[config.mk]
export PLATFORM = sky130hd
export DESIGN_NAME = piecewise_linear_curve_map
export DESIGN_NICKNAME = d
export VERILOG_FILES = /design/src/rtl/core/pwlcm_pkg.sv /design/src/rtl/core/piecewise_linear_curve_map.sv /design/src/rtl/core/pwlcm_front.sv /design/src/rtl/core/pwlcm_queue.sv /design/src/rtl/core/pwlcm_back.sv
export SDC_FILE = /design/constraint.sdc
export NUM_CORES = 1
export LEC_CHECK = 0
export ABC_AREA = 1
export BUFFER_PORTS_ARGS = -buffer_cell sky130_fd_sc_hd__buf_4
export CAP_MARGIN = 40
export CORE_MARGIN = 5
export CORE_UTILIZATION = 50
export DETAILED_ROUTE_END_ITERATION = 8
export GPL_TIMING_DRIVEN = 0
export PLACE_DENSITY = 0.77
export SKIP_LAST_GASP = 1
export SYNTH_ARGS = -nofsm -noshare
export SYNTH_HDL_FRONTEND = slang
export SYNTH_HIERARCHICAL = 1
export SYNTH_SLANG_ARGS = --single-unit
[constraint.sdc]
create_clock -name clk_i -period 7.8 [get_ports clk_i]
set_input_delay 0.78 -clock clk_i [delete_from_list [all_inputs] [get_ports clk_i]]
set_output_delay 0.78 -clock clk_i [all_outputs]
set_load 0.02 [all_outputs]
[src/rtl/core/pwlcm_pkg.sv]
`timescale 1ns / 1ps

package pwlcm_pkg;

  // Breakpoint ROM size and the number of entries the curve map uses.
  localparam int unsigned RomPoints   = 41;
  localparam int unsigned TablePoints = 41;
  localparam int unsigned PointsUsed  = (TablePoints > RomPoints) ? RomPoints :
                                        ((TablePoints < 1) ? 1 : TablePoints);

  // ROM index width and search counter width (the counter also holds PointsUsed).
  localparam int unsigned IdxW = $clog2(RomPoints);
  localparam int unsigned CntW = $clog2(PointsUsed + 1);

  // Sample and curve value widths.
  localparam int unsigned DataW = 16;

  // One quotient bit per divider step.
  localparam int unsigned DivSteps = DataW;
  localparam int unsigned StepW    = $clog2(DivSteps);

  // Depth of the queue between the search front and the arithmetic back.
  localparam int unsigned QueueDepth = 2;
  localparam int unsigned QPtrW      = $clog2(QueueDepth);
  localparam int unsigned QCntW      = $clog2(QueueDepth + 1);

  localparam logic [DataW-1:0] BpRom [RomPoints] = '{
    16'd0,     16'd1540,  16'd3080,  16'd4620,  16'd6160,  16'd7668,  16'd9241,
    16'd10748, 16'd12321, 16'd13828, 16'd15401, 16'd16908, 16'd18481, 16'd19988,
    16'd21561, 16'd23069, 16'd24642, 16'd26149, 16'd27722, 16'd29229, 16'd30802,
    16'd32309, 16'd33882, 16'd35389, 16'd36962, 16'd38470, 16'd40042, 16'd41550,
    16'd43123, 16'd44630, 16'd46203, 16'd47710, 16'd49283, 16'd50790, 16'd52363,
    16'd53871, 16'd55443, 16'd56951, 16'd58524, 16'd60031, 16'd61604
  };

  localparam logic [DataW-1:0] CurveA [RomPoints] = '{
    16'd0,     16'd541,   16'd1081,  16'd1626,  16'd2167,  16'd2712,  16'd3256,
    16'd3801,  16'd4342,  16'd4915,  16'd5448,  16'd5980,  16'd6554,  16'd7127,
    16'd7660,  16'd8233,  16'd8806,  16'd9380,  16'd9912,  16'd10527, 16'd11100,
    16'd11674, 16'd12247, 16'd12861, 16'd13435, 16'd14049, 16'd14664, 16'd15278,
    16'd15933, 16'd16589, 16'd17244, 16'd17900, 16'd18555, 16'd19210, 16'd19907,
    16'd20644, 16'd21340, 16'd22077, 16'd22815, 16'd23593, 16'd24412
  };

  localparam logic [DataW-1:0] CurveB [RomPoints] = '{
    16'd0,     16'd1163,  16'd2331,  16'd3494,  16'd4669,  16'd5816,  16'd7004,
    16'd8151,  16'd9339,  16'd10527, 16'd11674, 16'd12861, 16'd14049, 16'd15237,
    16'd16384, 16'd17572, 16'd18760, 16'd19948, 16'd21217, 16'd22487, 16'd23716,
    16'd24945, 16'd26173, 16'd27443, 16'd28672, 16'd29942, 16'd31212, 16'd32481,
    16'd33792, 16'd35103, 16'd36454, 16'd37806, 16'd39158, 16'd40509, 16'd41779,
    16'd43418, 16'd44646, 16'd46285, 16'd47514, 16'd49152, 16'd50790
  };

  localparam logic [IdxW-1:0] LastIdx = IdxW'(PointsUsed - 1);

  // Curve selection codes.
  typedef enum logic {
    CURVE_A = 1'b0,
    CURVE_B = 1'b1
  } curve_sel_e;

  // Front (search) states.
  typedef enum logic [1:0] {
    F_IDLE,
    F_SEARCH,
    F_PUSH
  } front_state_e;

  // Back (arithmetic) states.
  typedef enum logic [2:0] {
    B_IDLE,
    B_MUL,
    B_PREP,
    B_DIV,
    B_DONE
  } back_state_e;

  // One interpolation job handed from the front to the back.
  typedef struct packed {
    logic [DataW-1:0] x_off;
    logic [DataW-1:0] den;
    logic [DataW-1:0] y0;
    logic [DataW-1:0] dy;
    logic             clipped;
  } job_t;

  // Breakpoint lookup; entries past the ROM read as zero.
  function automatic logic [DataW-1:0] bp_at(input logic [IdxW-1:0] idx);
    logic [DataW-1:0] val;
    val = '0;
    if (32'(idx) < RomPoints) begin
      val = BpRom[idx];
    end
    return val;
  endfunction

  // Output curve lookup for the selected curve.
  function automatic logic [DataW-1:0] cv_at(input curve_sel_e sel,
                                             input logic [IdxW-1:0] idx);
    logic [DataW-1:0] val;
    val = '0;
    if (32'(idx) < RomPoints) begin
      val = (sel == CURVE_B) ? CurveB[idx] : CurveA[idx];
    end
    return val;
  endfunction

endpackage

[src/rtl/core/piecewise_linear_curve_map.sv]
`timescale 1ns / 1ps
// Piecewise-linear curve map: maps an unsigned Q0.16 sample through a 41-point
// breakpoint curve to an unsigned Q4.12 value, with rounding to nearest.
// Input channel: drive sample_in_i and raise push; the request is taken on a
// clock edge where push is high and full is low.
// Result channel: while empty is low, mapped_value_o and clipped_o hold the
// oldest result; raise pop to take it. Samples at or past the last breakpoint
// give the last curve value with clipped_o set.
// Configuration: cfg_curve_select_i is written when cfg_valid_i is high; the
// port is always ready. Write it only while no request is in flight.
// Flow: the front scans the breakpoint ROM one entry per cycle, then pushes
// the segment to the queue once the queue has room. The back handles each
// request in turn: load, multiply, rounding, 16 divider steps and the result
// register, which waits until the previous result is popped. The front takes a
// new request only after it has pushed the previous one, while the back may
// still work on earlier ones; the back limits throughput for short scans and
// the scan limits it for long ones.
// A two-entry queue sits between front and back, and the result register holds
// one result while pop is held low; full stays high while the front scans or
// waits for room in the queue.
// Reset clears the curve selection to the first curve and empties the block.
module piecewise_linear_curve_map (
  input  logic        clk_i,
  input  logic        rst_ni,
  input  logic        push,
  output logic        full,
  input  logic [15:0] sample_in_i,
  output logic        empty,
  input  logic        pop,
  output logic [15:0] mapped_value_o,
  output logic        clipped_o,
  input  logic        cfg_valid_i,
  output logic        cfg_ready_o,
  input  logic        cfg_curve_select_i
);
  import pwlcm_pkg::*;

  curve_sel_e curve_q;
  logic       job_push;
  logic       job_full;
  job_t       job_in;
  logic       job_pop;
  logic       job_empty;
  job_t       job_out;

  // Configuration register.
  assign cfg_ready_o = 1'b1;

  always_ff @(posedge clk_i or negedge rst_ni) begin
    if (!rst_ni) begin
      curve_q <= CURVE_A;
    end else if (cfg_valid_i) begin
      curve_q <= curve_sel_e'(cfg_curve_select_i);
    end
  end

  // Breakpoint search.
  pwlcm_front u_front (
    .clk_i      (clk_i),
    .rst_ni     (rst_ni),
    .push_i     (push),
    .full_o     (full),
    .sample_i   (sample_in_i),
    .curve_i    (curve_q),
    .job_push_o (job_push),
    .job_full_i (job_full),
    .job_o      (job_in)
  );

  // Job queue between search and arithmetic.
  pwlcm_queue u_queue (
    .clk_i   (clk_i),
    .rst_ni  (rst_ni),
    .push_i  (job_push),
    .full_o  (job_full),
    .data_i  (job_in),
    .pop_i   (job_pop),
    .empty_o (job_empty),
    .data_o  (job_out)
  );

  // Interpolation arithmetic and result register.
  pwlcm_back u_back (
    .clk_i          (clk_i),
    .rst_ni         (rst_ni),
    .job_empty_i    (job_empty),
    .job_pop_o      (job_pop),
    .job_i          (job_out),
    .empty_o        (empty),
    .pop_i          (pop),
    .mapped_value_o (mapped_value_o),
    .clipped_o      (clipped_o)
  );

  // A clamped result carries the last value of the selected curve.
  assert property (@(posedge clk_i) disable iff (!rst_ni)
    (!empty && clipped_o) |->
      (mapped_value_o == cv_at(curve_q, LastIdx)))
    else $error("clamped result differs from the last curve value");

  // No result ever passes the end of the selected curve.
  assert property (@(posedge clk_i) disable iff (!rst_ni)
    !empty |-> (mapped_value_o <= cv_at(curve_q, LastIdx)))
    else $error("result beyond the end of the curve");

  // An accepted request keeps the front busy in the next cycle.
  assert property (@(posedge clk_i) disable iff (!rst_ni)
    (push && !full) |=> full)
    else $error("front took a request without going busy");

endmodule

[src/rtl/core/pwlcm_front.sv]
`timescale 1ns / 1ps

module pwlcm_front (
  input  logic                     clk_i,
  input  logic                     rst_ni,
  input  logic                     push_i,
  output logic                     full_o,
  input  logic [15:0]              sample_i,
  input  pwlcm_pkg::curve_sel_e    curve_i,
  output logic                     job_push_o,
  input  logic                     job_full_i,
  output pwlcm_pkg::job_t          job_o
);
  import pwlcm_pkg::*;

  front_state_e     state_q, state_d;
  logic [DataW-1:0] sample_q;
  logic [CntW-1:0]  idx_q;

  logic             accept;
  logic             step;
  logic             hit;
  logic             clip;
  logic [IdxW-1:0]  cur_idx;
  logic [IdxW-1:0]  prev_idx;
  logic [DataW-1:0] x0;
  logic [DataW-1:0] y0;

  // One breakpoint compare per cycle while searching.
  assign cur_idx  = IdxW'(idx_q);
  assign prev_idx = cur_idx - IdxW'(1);
  assign hit      = (idx_q < CntW'(PointsUsed)) && (sample_q >= bp_at(cur_idx));

  // Next state.
  always_comb begin
    state_d = state_q;
    unique case (state_q)
      F_IDLE: begin
        if (push_i) state_d = F_SEARCH;
      end
      F_SEARCH: begin
        if (!hit) state_d = F_PUSH;
      end
      F_PUSH: begin
        if (!job_full_i) state_d = F_IDLE;
      end
      default: state_d = F_IDLE;
    endcase
  end

  // State outputs.
  always_comb begin
    full_o     = 1'b1;
    accept     = 1'b0;
    step       = 1'b0;
    job_push_o = 1'b0;
    unique case (state_q)
      F_IDLE: begin
        full_o = 1'b0;
        accept = push_i;
      end
      F_SEARCH: begin
        step = hit;
      end
      F_PUSH: begin
        job_push_o = !job_full_i;
      end
      default: ;
    endcase
  end

  // Build the job from the found segment; clamp at or past the last breakpoint.
  always_comb begin
    clip = (idx_q >= CntW'(PointsUsed)) || (idx_q == '0);
    x0   = bp_at(prev_idx);
    y0   = cv_at(curve_i, prev_idx);
    if (clip) begin
      job_o.x_off   = '0;
      job_o.den     = DataW'(1);
      job_o.y0      = cv_at(curve_i, LastIdx);
      job_o.dy      = '0;
      job_o.clipped = 1'b1;
    end else begin
      job_o.x_off   = sample_q - x0;
      job_o.den     = bp_at(cur_idx) - x0;
      job_o.y0      = y0;
      job_o.dy      = cv_at(curve_i, cur_idx) - y0;
      job_o.clipped = 1'b0;
    end
  end

  always_ff @(posedge clk_i or negedge rst_ni) begin
    if (!rst_ni) begin
      state_q <= F_IDLE;
      idx_q   <= '0;
    end else begin
      state_q <= state_d;
      if (accept) begin
        idx_q <= '0;
      end else if (step) begin
        idx_q <= idx_q + CntW'(1);
      end
    end
  end

  // Sample register.
  always_ff @(posedge clk_i) begin
    if (accept) sample_q <= sample_i;
  end

endmodule

[src/rtl/core/pwlcm_queue.sv]
`timescale 1ns / 1ps

module pwlcm_queue (
  input  logic            clk_i,
  input  logic            rst_ni,
  input  logic            push_i,
  output logic            full_o,
  input  pwlcm_pkg::job_t data_i,
  input  logic            pop_i,
  output logic            empty_o,
  output pwlcm_pkg::job_t data_o
);
  import pwlcm_pkg::*;

  job_t             mem_q [QueueDepth];
  logic [QPtrW-1:0] wr_ptr_q;
  logic [QPtrW-1:0] rd_ptr_q;
  logic [QCntW-1:0] count_q;
  logic             do_push;
  logic             do_pop;

  assign full_o  = (count_q == QCntW'(QueueDepth));
  assign empty_o = (count_q == '0);
  assign do_push = push_i && !full_o;
  assign do_pop  = pop_i && !empty_o;
  assign data_o  = mem_q[rd_ptr_q];

  // Pointers and fill count.
  always_ff @(posedge clk_i or negedge rst_ni) begin
    if (!rst_ni) begin
      wr_ptr_q <= '0;
      rd_ptr_q <= '0;
      count_q  <= '0;
    end else begin
      if (do_push) wr_ptr_q <= wr_ptr_q + QPtrW'(1);
      if (do_pop)  rd_ptr_q <= rd_ptr_q + QPtrW'(1);
      if (do_push && !do_pop) begin
        count_q <= count_q + QCntW'(1);
      end else if (do_pop && !do_push) begin
        count_q <= count_q - QCntW'(1);
      end
    end
  end

  // Entry storage.
  always_ff @(posedge clk_i) begin
    if (do_push) mem_q[wr_ptr_q] <= data_i;
  end

endmodule

[src/rtl/core/pwlcm_back.sv]
`timescale 1ns / 1ps

module pwlcm_back (
  input  logic            clk_i,
  input  logic            rst_ni,
  input  logic            job_empty_i,
  output logic            job_pop_o,
  input  pwlcm_pkg::job_t job_i,
  output logic            empty_o,
  input  logic            pop_i,
  output logic [15:0]     mapped_value_o,
  output logic            clipped_o
);
  import pwlcm_pkg::*;

  back_state_e        state_q, state_d;
  job_t               job_q;
  logic [2*DataW-1:0] prod_q;
  logic [DataW:0]     rem_q;
  logic [DataW-1:0]   quo_q;
  logic [StepW-1:0]   step_q;
  logic               out_valid_q;
  logic [DataW-1:0]   out_value_q;
  logic               out_clip_q;

  logic               out_free;
  logic               load;
  logic               do_mul;
  logic               do_prep;
  logic               do_div;
  logic               do_out;
  logic               last_step;
  logic [2*DataW:0]   sum;
  logic [DataW:0]     rem_sh;
  logic               ge;

  assign out_free  = !out_valid_q || pop_i;
  assign last_step = (step_q == StepW'(DivSteps - 1));

  // Add half the divisor for round-to-nearest, then one quotient bit per cycle.
  assign sum    = {1'b0, prod_q} + (2*DataW+1)'(job_q.den >> 1);
  assign rem_sh = {rem_q[DataW-1:0], quo_q[DataW-1]};
  assign ge     = (rem_sh >= {1'b0, job_q.den});

  // Next state.
  always_comb begin
    state_d = state_q;
    unique case (state_q)
      B_IDLE: begin
        if (!job_empty_i) state_d = B_MUL;
      end
      B_MUL:  state_d = B_PREP;
      B_PREP: state_d = B_DIV;
      B_DIV: begin
        if (last_step) state_d = B_DONE;
      end
      B_DONE: begin
        if (out_free) state_d = B_IDLE;
      end
      default: state_d = B_IDLE;
    endcase
  end

  // State outputs.
  always_comb begin
    load    = 1'b0;
    do_mul  = 1'b0;
    do_prep = 1'b0;
    do_div  = 1'b0;
    do_out  = 1'b0;
    unique case (state_q)
      B_IDLE: load    = !job_empty_i;
      B_MUL:  do_mul  = 1'b1;
      B_PREP: do_prep = 1'b1;
      B_DIV:  do_div  = 1'b1;
      B_DONE: do_out  = out_free;
      default: ;
    endcase
  end

  assign job_pop_o = load;

  always_ff @(posedge clk_i or negedge rst_ni) begin
    if (!rst_ni) begin
      state_q     <= B_IDLE;
      step_q      <= '0;
      out_valid_q <= 1'b0;
    end else begin
      state_q <= state_d;
      if (do_prep) begin
        step_q <= '0;
      end else if (do_div) begin
        step_q <= step_q + StepW'(1);
      end
      if (do_out) begin
        out_valid_q <= 1'b1;
      end else if (pop_i) begin
        out_valid_q <= 1'b0;
      end
    end
  end

  // Datapath: multiply, round, restoring divide, then the output register.
  always_ff @(posedge clk_i) begin
    if (load)   job_q  <= job_i;
    if (do_mul) prod_q <= (2*DataW)'(job_q.x_off) * (2*DataW)'(job_q.dy);
    if (do_prep) begin
      rem_q <= sum[2*DataW:DataW];
      quo_q <= sum[DataW-1:0];
    end else if (do_div) begin
      rem_q <= ge ? (rem_sh - {1'b0, job_q.den}) : rem_sh;
      quo_q <= {quo_q[DataW-2:0], ge};
    end
    if (do_out) begin
      out_value_q <= job_q.y0 + quo_q;
      out_clip_q  <= job_q.clipped;
    end
  end

  assign empty_o        = !out_valid_q;
  assign mapped_value_o = out_value_q;
  assign clipped_o      = out_clip_q;

endmodule
==> summary.md <==
| Metric | Value |
|---|---|
| Initial drt markers | `~2900` |
| Root buffer cell | `clkbuf_16` |
| Status | `complete, no violations` |
| Core Region | `0.06148 mm^2` |
| DRT met1 WL | `41970 um` |
| Via density | `5.651` |
| Number of enable flip-flop cells after synthesis | `292` |
| Critical path's slowest cell | `dfrtp_1` |
| DIE HEIGHT | `258.5 um` |
| Setup crit end kind | `register` |
| DR pass1 iterations | `6` |
| Max Used Layer | `met5` |
| Crit path time final | `7006 ps` |
| Avg Inst Size Synth | `7.617 um^2` |
| Clock Latency Late Sink | `550 ps` |
| Share of flip-flops with an asynchronous set or reset | `0.06709` |
| DR WL met3 | `10540 um` |
| DP HPWL | `~83000 um` |
| Period Utilization, post-route | `0.8983` |
| Most frequent cell after synthesis | `nand2_1` |
| Synth Instances | `between 4000 and 5000` |
| Total track usage | `0.3055` |
| Crit-path max cell delay | `about 700 ps` |
| Fin cells | `4957` |
| CTS Hold Bufs | `0` |
| Slew Limit Fails | `0` |
| Final Hold Vio Count | `0` |
| Resize count post-CTS | `0` |
| Starting density of the core | `0.5021` |
| Row count | `slightly above 90` |
| Final GP Congestion | `1.069` |
| Post-route DRC | `0` |
| Io pins | `42` |
| Synth unique cells | `65` |
| Seq/Total Area, Yosys | `0.3010` |
| Clock Sinks | `~310` |
| Critical-path maximum fanout | `13` |
| PortBufs | `40` |
| Wire length per cell | `20.95 um` |
| Synth-to-layout area growth | `8.592%` |
| Diode count | `0` |
| Die width | `258.5 um` |
| Ys flop type | `edfxtp_1` |
| Startpoint types | `register` |
| Area contributors post-synth | `edfxtp_1 (28%), nand2_1 (15%), fa_1 (13%)` |
| Synth Net Count | `4526` |
| Rel. slew slack | `0.3072` |
| Endpoints failing setup | `0` |
| DR WL met2 | `45890 um` |
| Clock slew at reported path FFs | `approximately 60 ps` |
| Top cells by count, synth | `nand2_1 (1251), inv_1 (686), edfxtp_1 (292), nor2_1 (258), ha_1 (250)` |
| Clock buffer count from CTS | `34` |
| H-tree Lvls | `2` |
| Max Cap Violations | `0` |
| Post-synth top area cell | `edfxtp_1` |
| Hold Slack | `137.0 ps` |
| Yosys Warn Count | `6` |
| Initial antenna violation count | `1` |
| Final setup TNS | `0 ps` |
| Placed Cells incl. Taps | `~4900` |
| CTS Buffer Depth | `3` |
| Max Fclk | `0.1427 GHz` |
| Final nets | `4616` |
| Final setup skew | `30.69 ps` |
| Req. time, crit path | `8060 ps` |
| Post-CTS Setup Bufs | `0` |
| Crit path DAT | `7270 ps` |
| Via count | `28010` |
| Synth Cell Area | `0.03087 mm^2` |
| DP Worst Slack | `1017 ps` |
| CTS tree | `yes` |
| Slew @ Worst Pin | `1028 ps` |
| Final ANT Viol Nets | `0` |
| RSZ-0062 raised after global routing | `no` |
| Die area | `about 0.067 mm^2` |
| Critical Setup Path Class | `register to register` |
| Final WL | `103900 um` |
| Top cell type's share of synthesized area | `0.2840` |
| GRT overflow | `0` |
| First-pass GRT wire length | `158200 um` |
| Layout cells sized above 1 | `0.06072` |
| Final WS setup | `793.6 ps` |
| Seq cells post-synth | `313` |
| Vias in the first global route | `27330` |
| Largest net degree at the start of global routing | `39` |
| Worst hold-check path type | `primary input to asynchronous set/reset pin` |
[worst paths after layout]
path	endpoint	slack, ps	cells past startpoint	start
max	u_queue/mem_q[1][43]	790	25	u_front/cur_idx[1]
min	u_front/state_q[1]	140	1	rst_ni
max reg2reg	u_queue/mem_q[1][43]	790	25	u_front/cur_idx[1]
min reg2reg	u_back/step_q[2]	500	1	u_back/step_q[2]
max in group asynchronous	u_back/out_valid_q	7390	1	rst_ni
min in group clk_i	u_front/sample_q[15]	400	1	sample_in_i[15]
[flip-flops by register name (all words and copies together), names as in the netlist]
signal and cells:
u_back/job_q 65, u_front/state_q 2, u_back/rem_q 16, u_back/state_q 3, u_back/step_q 4, u_queue/wr_ptr_q 1
u_front/sample_q 16, u_queue/mem_q 130, u_queue/count_q 2, curve_q 1, u_back/quo_q 16, u_back/prod_q 32
u_queue/rd_ptr_q 1, u_front/cur_idx 6, u_back/clipped_o 1, u_back/out_valid_q 1, u_back/mapped_value_o 16
[placed cells by master (no fill, tap or decap), types with 55 or more instances in the layout]
cell type  instances
ha_1             250
nor2_1           254
inv_1            685
clkbuf_1          86
nand2_1         1251
fa_1             201
o21ai_0          164
buf_4             55
nand3_1          222
edfxtp_1         292
a21oi_1          199
[routing by layer]
layer	GRT usage	vias to the layer above
li1	-	13070
met1	0.4045	13200
met2	0.4805	1428
met3	0.07346	307
met4	0.1359	2
met5	0	-
[through the flow]
step	utilization	instance area, um^2
6_report	0.5453	33530
5_1_grt	0.5453	33530
4_1_cts	0.5453	33530
3_5_place_dp	0.5270	32400
3_3_place_gp	0.5231	32160
2_1_floorplan	-	30870
[final cells by class]
class                           instances  area [um^2]
Timing Repair Buffer                   54        513.0
Multi-Input combinational cell       2882        18220
Tap cell                              790        988.4
Clock buffer                           39        900.9
Buffer                                152        734.5
Sequential cell                       313         9294
Inverter                              706         2655
Fill cell                            5715        27960
Clock inverter                         21        220.2
[worst max-delay path: cells and delay by family, from the launching register on]
kind	cells	cell delay, ps
buffers and inverters	9	2450
DFF	1	710
AOI/OAI and AO/OA	5	1220
and+or+nand+nor	7	880
adders and majority gates	4	1460
[kinds of logic (layout without fill, tap and decap cells)]
logic type	Yosys count	in the layout	share of synthesized area
other	1	1	0.0001215
AOI/OAI and AO/OA	489	489	0.08912
and+or+nand+nor	1877	1877	0.2501
xor gates and xnor gates	64	64	0.01816
adders and majority gates	451	451	0.2317
buffers and inverters	858	972	0.1098
DFF	313	313	0.3010
Power is left out: the tool's default activity adds up to more than one toggle a clock period on the data nets, which glitch-free logic cannot reach.
